<file path="config.mk">
export PLATFORM = sky130hd
export DESIGN_NAME = csfb_ctrl
export DESIGN_NICKNAME = d
export VERILOG_FILES = /design/src/sv/csfb_pkg.sv /design/src/sv/csfb_ctrl.sv
export SDC_FILE = /design/constraint.sdc
export NUM_CORES = 1
export LEC_CHECK = 0
export ABC_AREA = 1
export BUFFER_PORTS_ARGS = -buffer_cell sky130_fd_sc_hd__clkbuf_2
export CORE_ASPECT_RATIO = 1.2
export CORE_MARGIN = 3
export CORE_UTILIZATION = 31
export CTS_CLUSTER_SIZE = 28
export DETAILED_ROUTE_END_ITERATION = 16
export SLEW_MARGIN = 20
export SYNTH_ARGS = -nofsm -noshare
export SYNTH_HDL_FRONTEND = slang
export SYNTH_SLANG_ARGS = --single-unit
export TNS_END_PERCENT = 50
</file>
<file path="constraint.sdc">
create_clock -name clk -period 1.68 [get_ports clk]
set_input_delay 0.336 -clock clk [delete_from_list [all_inputs] [get_ports clk]]
set_output_delay 0.336 -clock clk [all_outputs]
set_load 0.005 [all_outputs]
</file>
<file path="src/sv/csfb_pkg.sv">
// ---------------------------------------------------------------------------
// csfb_pkg
// Shared widths, constants and controller/datapath command and status types
// for the counting sort unit.
// ---------------------------------------------------------------------------
package csfb_pkg;

	localparam int KEY_W         = 8;
	localparam int TAG_W         = 16;
	localparam int REC_W         = KEY_W + TAG_W;
	localparam int BIN_W         = 7;
	localparam int KEY_BINS      = 256;
	localparam int BIN_LAST      = KEY_BINS - 1;
	localparam int MAX_ITEMS_DEF = 64;

	typedef struct packed {
		logic accept;   // input word taken
		logic inc;      // bump bin count of latched key
		logic pfx_rd;   // prefix pass: read next bin
		logic pl_init;  // load placement index with record count
		logic pl_rd;    // read key/tag store
		logic pl_bin;   // read bin of the record's key
		logic pl_wr;    // place record, decrement bin
		logic em_rd;    // read placed store
		logic em_ld;    // load output register
		logic em_step;  // advance emit index
		logic clear;    // end of batch
	} csfb_cmd_t;

	typedef struct packed {
		logic full;
		logic pfx_end;
		logic idx_zero;
		logic empty;
		logic final_word;
	} csfb_sts_t;

endpackage

</file>
<file path="src/sv/csfb_ctrl.sv">
// ---------------------------------------------------------------------------
// csfb_ctrl
// Sequencer for load, prefix pass, stable placement and emit phases.
// ---------------------------------------------------------------------------
module csfb_ctrl (
	input  logic                clk,
	input  logic                arst_n,
	input  logic                in_valid,
	output logic                in_ready,
	input  logic                last,
	output logic                out_valid,
	input  logic                out_ready,
	input  csfb_pkg::csfb_sts_t sts,
	output csfb_pkg::csfb_cmd_t cmd
);

	typedef enum logic [3:0] {
		IDLE,
		LOAD_INC,
		PREFIX,
		PFX_DRAIN,
		PL_RD,
		PL_BIN,
		PL_WR,
		EM_RD,
		EM_LD,
		EM_WAIT
	} state_t;

	state_t state_q;
	logic   in_ready_q;
	logic   out_valid_q;
	logic   last_q;

	assign in_ready  = in_ready_q;
	assign out_valid = out_valid_q;

	always_comb begin
		cmd = '0;
		case (state_q)
			IDLE:      cmd.accept  = in_valid & in_ready_q;
			LOAD_INC:  cmd.inc     = 1'b1;
			PREFIX:    cmd.pfx_rd  = 1'b1;
			PFX_DRAIN: begin
				cmd.pl_init = 1'b1;
				cmd.clear   = sts.empty;
			end
			PL_RD:     cmd.pl_rd   = 1'b1;
			PL_BIN:    cmd.pl_bin  = 1'b1;
			PL_WR:     cmd.pl_wr   = 1'b1;
			EM_RD:     cmd.em_rd   = 1'b1;
			EM_LD:     cmd.em_ld   = 1'b1;
			EM_WAIT: begin
				cmd.clear   = out_ready & sts.final_word;
				cmd.em_step = out_ready & ~sts.final_word;
			end
			default:   cmd = '0;
		endcase
	end

	always_ff @(posedge clk or negedge arst_n) begin
		if (!arst_n) begin
			state_q     <= IDLE;
			in_ready_q  <= 1'b1;
			out_valid_q <= 1'b0;
			last_q      <= 1'b0;
		end else begin
			case (state_q)
				IDLE: begin
					if (in_valid && in_ready_q) begin
						last_q <= last;
						if (!sts.full) begin
							state_q    <= LOAD_INC;
							in_ready_q <= 1'b0;
						end else if (last) begin
							// dropped word still closes the batch
							state_q    <= PREFIX;
							in_ready_q <= 1'b0;
						end
					end
				end
				LOAD_INC: begin
					if (last_q) begin
						state_q <= PREFIX;
					end else begin
						state_q    <= IDLE;
						in_ready_q <= 1'b1;
					end
				end
				PREFIX: begin
					if (sts.pfx_end)
						state_q <= PFX_DRAIN;
				end
				PFX_DRAIN: begin
					if (sts.empty) begin
						state_q    <= IDLE;
						in_ready_q <= 1'b1;
					end else begin
						state_q <= PL_RD;
					end
				end
				PL_RD:  state_q <= PL_BIN;
				PL_BIN: state_q <= PL_WR;
				PL_WR: begin
					state_q <= sts.idx_zero ? EM_RD : PL_RD;
				end
				EM_RD: state_q <= EM_LD;
				EM_LD: begin
					state_q     <= EM_WAIT;
					out_valid_q <= 1'b1;
				end
				EM_WAIT: begin
					if (out_ready) begin
						out_valid_q <= 1'b0;
						if (sts.final_word) begin
							state_q    <= IDLE;
							in_ready_q <= 1'b1;
						end else begin
							state_q <= EM_RD;
						end
					end
				end
				default: begin
					state_q     <= IDLE;
					in_ready_q  <= 1'b1;
					out_valid_q <= 1'b0;
				end
			endcase
		end
	end

	a_no_overlap: assert property (@(posedge clk) disable iff (!arst_n)
		!(in_ready_q && out_valid_q))
		else $error("input and output both open");

	a_valid_from_load: assert property (@(posedge clk) disable iff (!arst_n)
		$rose(out_valid_q) |-> $past(state_q == EM_LD))
		else $error("output valid raised outside emit load");

	a_place_to_emit: assert property (@(posedge clk) disable iff (!arst_n)
		(state_q == PL_WR && sts.idx_zero) |=> state_q == EM_RD)
		else $error("placement did not hand over to emit");

endmodule

</file>
Word level (Yosys, flattened, before mapping)
Index checks and enable logic that the tools add are counted.

cells by class
  multiplexer cells = 31
  reductions and logical operators = 8
  bitwise logic cells = 6
  eq/ne operators = 16

operator list
  cell                                                             number
  4-bit one-hot mux with 10 select lines                           1
  4-bit 2-to-1 mux                                                 5
  1-bit 2-to-1 mux                                                 18
  4-bit by 3-bit == test with 1-bit output, second input constant  4
  2-bit inequality test, second input constant                     6
  4-bit by 2-bit == test with 1-bit output, second input constant  2
  4-bit == test, second input constant                             2
  8-bit OR reduction                                               1
  7-bit AND reduction                                              1
  3-bit 2-to-1 mux                                                 2
  6-bit OR reduction                                               1
  1-bit one-hot mux with 5 select lines                            1
  4-bit by 1-bit == test with 1-bit output, second input constant  1
  4-bit zero test                                                  1
  2-bit 2-to-1 mux                                                 2
  2-bit AND reduction                                              2
  4-bit AND reduction                                              1
  1-bit bitwise AND                                                3
  3-bit inequality test, second input constant                     1
  1-bit inverter                                                   3
  1-bit one-hot mux with 3 select lines                            1
  1-bit one-hot mux with 2 select lines                            1
  1-bit logical AND                                                1

word-level totals
  bits in registers = 7
  logic and storage cells = 65
  output and inout port bits = 13

Longest topological paths before layout
Gate-level depths: netlist of the first run.

  depth after elaboration = 4
  mapped depth = 10

Worst setup path before layout of the first run
No wires, ideal clock.

  path type = register to register
  start point = register state_q[1]
  end point = register last_q
  required time = 1.555 ns
  arrival time = 1.193 ns
  library setup time = 0.125 ns
  clock period less this slack = 1.318 ns
  slack = 0.362 ns
  stages on the path, launching flop included = 5
  cell sequence = dfrtp_1 > nor2_2 > nand2_1 > nor2_1 > mux2_2

on the way
  cells in the longest elaborated chain, start to end = 2

RTL lines
  element                        RTL line          text
  start: declaration             csfb_ctrl.sv:30   state_t state_q;
  start signal: assignment       csfb_ctrl.sv:105  state_q <= sts.idx_zero ? EM_RD : PL_RD;
  4-bit zero test                csfb_ctrl.sv:68   case (state_q)
  2-bit AND reduction (no line)  --
  end signal: assignment         csfb_ctrl.sv:71   last_q <= last;
  end: declaration               csfb_ctrl.sv:33   logic last_q;

No other way between the ends.
A chain may end at the register's enable or synchronous reset.

==> summary.txt, run 1 <==
Drt
  – Average wire per cell in the routed design: 9.99 µm
  – Via count: 642
  – DRC viols: 0
  – Number of routed nets with antenna violations: 0
  – Starting DRT DRC Count: 19
  – Vias/cell: 4.76
  – First-pass detailed-route iteration total: 5
  – Final WL: 1350 µm

STA
  – Unrepaired setup endpoints after global routing: yes
  – Crit path time final: 1.65 ns
  – Endpoints failing setup: 0
  – Setup TNS: 0 ns
  – Max-slew headroom: 0.861
  – Fin. max-slew vios: 0
  – Max frequency: 607 MHz
  – Worst Slack Setup Final: 0.0332 ns
  – Final hold violation count: 0
  – Worst Max-Slew Pin Slew: 0.208 ns
  – Tcrit/Tclk final: 0.980
  – Hold_ws: 0.356 ns
  – Clk_skew: 0.00357 ns

Setup path
  – Reg2Reg Setup Slack: 0.32 ns
  – Critical Path Fanout Max: 5
  – Cells on worst reg2reg path: 9
  – Crit path launch: state_q[1]$_DFFE_PN0P_
  – Startpoint class of the critical path: flop
  – Kind of critical path: flop to output pin
  – Worst Path Arrival: 1.31 ns
  – R2R Path End: in_ready$_DFFE_PN1P_
  – Critical Path End: cmd[0]
  – CP Capture Type: output pin
  – Reg2reg start: state_q[0]$_DFFE_PN0P_
  – Worst path required time: 1.34 ns

Global routing
  – Total track usage: 0.127
  – Met2 usage in global routing: 0.218
  – Remaining Overflow, GRT: 0
  – Largest net degree at the start of global routing: 8
  – Most Crowded Layer GR: met2
  – Met3 usage: 0.0447
  – Initial antenna violation count: 0
  – Vias in the first global route: 546
  – Global-route wire length before repair: 2210 µm
  – Met1 Use GR: 0.148

Clock network
  – TritonCTS clock tree: done
  – Clk_lat worst skew: 0.24 ns
  – CTS H-tree lvls: 1
  – CTS buffer count: 3
  – Worst-path clk slew: 0.05 ns
  – Num Clock Sinks: 7
  – Clock tree buffer depth: 2
  – Clock root buffer: clkbuf_4

Die
  – Die area: 2340 µm²
  – Row count: 16
  – Die W: 44.6 µm
  – Core ar.: 1660 µm²
  – Die Y-Extent: 52.4 µm
  – Initial Util: 0.334
  – IO Pins: 23

Synthesis
  – Synth cell types: 18
  – Seq/Total Area, Yosys: 0.318
  – Seq cells post-synth: 7
  – Syn Nets: 97
  – Synth Instances: 87
  – Synth area leaders: dfrtp_1, nand2_1, nand3_1
  – YS warnings: 0
  – Mean Syn Cell Area: 6.39 µm²
  – Post-Syn Area: 556 µm²
  – Post-synth top area share: 0.270
  – Area leader, netlist: dfrtp_1
  – Post-synth EDFFs: 0
  – Synth Flop Type: dfrtp_1
  – Post-synth ARST share: 1.00

Cells and area
  – Final core utilization: 0.461
  – Share of cells above drive strength 1: 0.419
  – Antenna diodes: 0
  – P&R area growth vs syn: 37.8%
  – Final net count: 128
  – Fin cells: 135

Power and ir drop
  – Sequential power share: 0.310
  – Power per Cell Area: 1320 nW/µm²
  – Switch share: 0.438
  – NetSw: 441 µW
  – Clock Power Share: 0.144
  – Leakage: 0.503 nW
  – Gate power share: 0.545
  – Worst vdd ir: 0.817 mV
  – Cell Int Power: 567 µW

Placed design
  – RD Place Congestion: 0.831
  – # port buffers: 22
  – DP HPWL: 1090 µm
  – Placed cells: 127
  – Pre-CTS WS: 0.257 ns

Status
  – Status: complete, no violations

Worst hold path
  – Hold crit path type: input pin to flop

Run
  – Max-cap check violation count: 0
[through the flow]
step | power [mW] | cell area [µm²]
floorplan | 0.656 | 556
global placement | 0.800 | 688
detailed placement | 0.808 | 688
CTS | 0.974 | 732
global route | 1.12 | 766
finish | 1.01 | 766
[power by group through the flow]
stage | combinational, mW | clock, mW | sequential [mW]
after floorplan | 0.360 | 0 | 0.295
after detailed placement | 0.501 | 0 | 0.307
after CTS | 0.514 | 0.154 | 0.306
final | 0.550 | 0.146 | 0.313
after global placement | 0.498 | 0 | 0.302
after global routing | 0.631 | 0.165 | 0.323
[cells in the mapped netlist (2+ instances only)]
library cell   n
nor2_4         2
nor2_1        10
nand2_2        2
nand2_1       24
nor2_2         4
inv_1         15
nand3_1       12
dfrtp_1        6
inv_2          3
[placed cells by master (no fill, tap or decap)]
cell type,instances
inv_2,3
o31ai_1,1
dfrtp_2,3
o21a_1,1
dfrtp_1,3
nand3_2,2
clkbuf_2,22
nor2_1,8
nand2_1,24
nor2_2,5
clkbuf_4,3
dfstp_2,1
clkbuf_1,1
dlygate4sd3_1,1
nor3_1,1
nand2_2,2
nand3_1,11
inv_1,15
buf_4,3
and3_1,1
mux2_2,1
nor2_4,3
nand4_1,1
nor3_2,1
[sequential cells by signal, summed over array words and instances, names as in the netlist]
name,flops
last_q,1
state_q,4
out_valid,1
in_ready,1
[what timing repair did]
action | 4_1_cts | 5_1_grt
gates cloned | 0 | 0
setup buffers | 1 | 2
hold buffers | 1 | 0
hold endpoints to repair | 6 | 0
endpoints found under the setup margin | 1 | 4
gates resized for setup | 0 | 7
pin swaps | 1 | 0
[layer usage]
| layer | part of all wire | wire length [µm] |
|---|---|---|
| met4 | 0.013 | 17 |
| met2 | 0.49 | 662 |
| met3 | 0.064 | 87 |
| met1 | 0.43 | 582 |
| met5 | 0 | 0 |
[how the worst min path moves through the flow]
stage                      start            endpoint  cells after the start
final                       last  last_q$_DFFE_PN0P_                      2
after global routing        last  last_q$_DFFE_PN0P_                      2
after CTS                   last  last_q$_DFFE_PN0P_                      2
after detailed placement  arst_n  last_q$_DFFE_PN0P_                      1
after global placement    arst_n  last_q$_DFFE_PN0P_                      1
after floorplan           arst_n  last_q$_DFFE_PN0P_                      0
[cell type report]
cell class / instances / area (µm²)
repair buffers: 26 / 143
inverters: 18 / 67.6
well taps: 18 / 22.5
clock buffers: 4 / 26.3
multi-input cells: 62 / 327
flip-flops and latches: 7 / 180
fillers: 185 / 896
[worst max-delay path: stages, from the launching register on]
cell and delay [ns]:
dfrtp_2 0.47, nor2_4 0.20, nand2_1 0.07, o31ai_1 0.19
clkbuf_2 0.15
[cell families after synthesis]
| group | count (synthesis) | share of synthesized area |
|---|---|---|
| simple gates | 59 | 0.514 |
| buf+inv | 18 | 0.122 |
| flops | 7 | 0.318 |
| compound gates | 2 | 0.0270 |
| mux | 1 | 0.0203 |
Power figures use the tool's default switching activity.
==> inputs of run 2 (changes only) <==
Settings changed: CORE_ASPECT_RATIO 1.2 to not set.
==> run 2 against run 1 <==
Setup slack better by 0.045 ns. Utilization up 2.7 points. Clock skew is 0.00080 ns lower. Largest power group unchanged. Global-route usage up 0.78 points. Flip-flop and latch count is the same.
==> summary.txt, run 2 (synthesis gave the netlist of run 1 again) <==
Setup path
  – Cells on worst reg2reg path: 8
  – Kind of critical path: flop to output pin
  – CP Capture Type: output pin
  – Startpoint class of the critical path: flop
  – Worst path required time: 1.34 ns
  – Critical Path Fanout Max: 3
  – Worst Path Arrival: 1.27 ns

Die
  – Die Y-Extent: 48.3 µm
  – Row count: 14
  – Core ar.: 1590 µm²
  – IO Pins: 23
  – Die W: 48.3 µm
  – Die area: 2340 µm²
  – Initial Util: 0.349

Drt
  – Average wire per cell in the routed design: 10.3 µm
  – DRC viols: 0
  – Starting DRT DRC Count: 6
  – Final WL: 1450 µm
  – Number of routed nets with antenna violations: 0
  – First-pass detailed-route iteration total: 4
  – Vias/cell: 4.48
  – Via count: 632

STA
  – Tcrit/Tclk final: 0.953
  – Unrepaired setup endpoints after global routing: yes
  – Max-slew headroom: 0.859
  – Crit path time final: 1.60 ns
  – Worst Max-Slew Pin Slew: 0.209 ns
  – Endpoints failing setup: 0
  – Fin. max-slew vios: 0
  – Final hold violation count: 0
  – Max frequency: 624 MHz
  – Hold_ws: 0.347 ns
  – Clk_skew: 0.00277 ns
  – Setup TNS: 0 ns

Cells and area
  – Fin cells: 141
  – P&R area growth vs syn: 39.9%
  – Design area: 777 µm²
  – Largest Register: state_q
  – Commonest non-fill, non-tap cell in the layout: nand2_1
  – Antenna diodes: 0
  – Final net count: 128
  – Commonest non-fill, non-tap cells in the layout: nand2_1, clkbuf_2, inv_1
  – Max reg flops: 4
  – Share of cells above drive strength 1: 0.427
  – Final core utilization: 0.487

Power and ir drop
  – Worst vdd ir: 0.833 mV
  – Gate power share: 0.544
  – Switch share: 0.435
  – Clock Power Share: 0.145
  – NetSw: 439 µW
  – Leakage: 0.504 nW
  – Cell Int Power: 570 µW
  – Sequential power share: 0.312
  – Power per Cell Area: 1300 nW/µm²

Clock network
  – CTS buffer count: 3
  – CTS H-tree lvls: 1
  – Clock tree buffer depth: 2
  – Clock root buffer: clkbuf_4
  – Clk_lat worst skew: 0.25 ns
  – Worst-path clk slew: 0.05 ns
  – TritonCTS clock tree: done
  – Num Clock Sinks: 7

Global routing
  – Largest net degree at the start of global routing: 8
  – Remaining Overflow, GRT: 0
  – Vias in the first global route: 621
  – Total track usage: 0.135
  – Global-route wire length before repair: 2520 µm
  – Initial antenna violation count: 0

Worst hold path
  – Hold crit path type: input pin to flop
  – WHS Path Cells: 2

Placed design
  – Dpl cell area: 696 µm²
  – RD Place Congestion: 0.870
  – # port buffers: 22
  – Placed cells: 133
  – DP HPWL: 1190 µm

Status
  – Status: complete, no violations

Run
  – Max-cap check violation count: 0
[run 2: changes by cell type in the layout (fill, tap and decap cells not counted), sizes merged]
cell | previous run | this run
buf | 3 | 4
clkbuf | 26 | 25
[run 2: layer usage]
| layer | vias to the layer above | routed length (µm) | global-route usage |
|---|---|---|---|
| met4 | 0 | 0 | 0.0190 |
| met5 | - | 0 | 0 |
| met2 | 23 | 703 | 0.220 |
| met3 | 0 | 115 | 0.0675 |
| met1 | 279 | 627 | 0.164 |
| li1 | 330 | - | - |
[run 2: worst paths after layout]
path,start,to,slack [ns]
worst max-delay path,state_q[2]$_DFFE_PN0P_,cmd[0],0.08
worst min-delay path,last,last_q$_DFFE_PN0P_,0.35
worst max register to register,state_q[0]$_DFFE_PN0P_,state_q[2]$_DFFE_PN0P_,0.20
worst min register to register,out_valid$_DFFE_PN0P_,out_valid$_DFFE_PN0P_,0.47
max in group asynchronous,arst_n,in_ready$_DFFE_PN1P_,0.99
min in group asynchronous,arst_n,last_q$_DFFE_PN0P_,0.46
[run 2: power by group through the flow]
stage	logic (mW)	clock network, mW	registers, mW
floorplan	0.360	0	0.295
global placement	0.498	0	0.300
detailed placement	0.506	0	0.303
CTS	0.544	0.154	0.303
global route	0.628	0.169	0.323
finish	0.549	0.146	0.315
[run 2: cell type report]
| cell class | instances | area [µm²] |
|---|---|---|
| clock buffers | 4 | 26.3 |
| multi-input cells | 62 | 329 |
| repair buffers | 26 | 143 |
| well taps | 24 | 30.0 |
| flip-flops and latches | 7 | 181 |
| fillers | 174 | 817 |
| inverters | 18 | 67.6 |
[run 2: critical path, cell delays in order, from the launching register on]
cell,delay [ns]
dfrtp_2,0.44
nor2_4,0.14
inv_1,0.07
nor2_2,0.10
nand2_1,0.07
o31ai_2,0.06
buf_2,0.14
[run 2: repair_timing]
item	4_1_cts	5_1_grt
cloned	0	0
hold endpoints to repair	6	0
setup buffers	3	0
pin swaps	3	2
endpoints found under the setup margin	2	7
resized for setup	3	7
hold buffers	1	0
[run 2: stage by stage]
| stage | worst slack, ns | total power, mW |
|---|---|---|
| 3_5_place_dp | 0.245 | 0.809 |
| 6_report | 0.0786 | 1.01 |
| 4_1_cts | 0.00204 | 1.00 |
| 3_3_place_gp | 0.250 | 0.798 |
| 5_1_grt | -0.0534 | 1.12 |
| 2_1_floorplan | 0.362 | 0.656 |
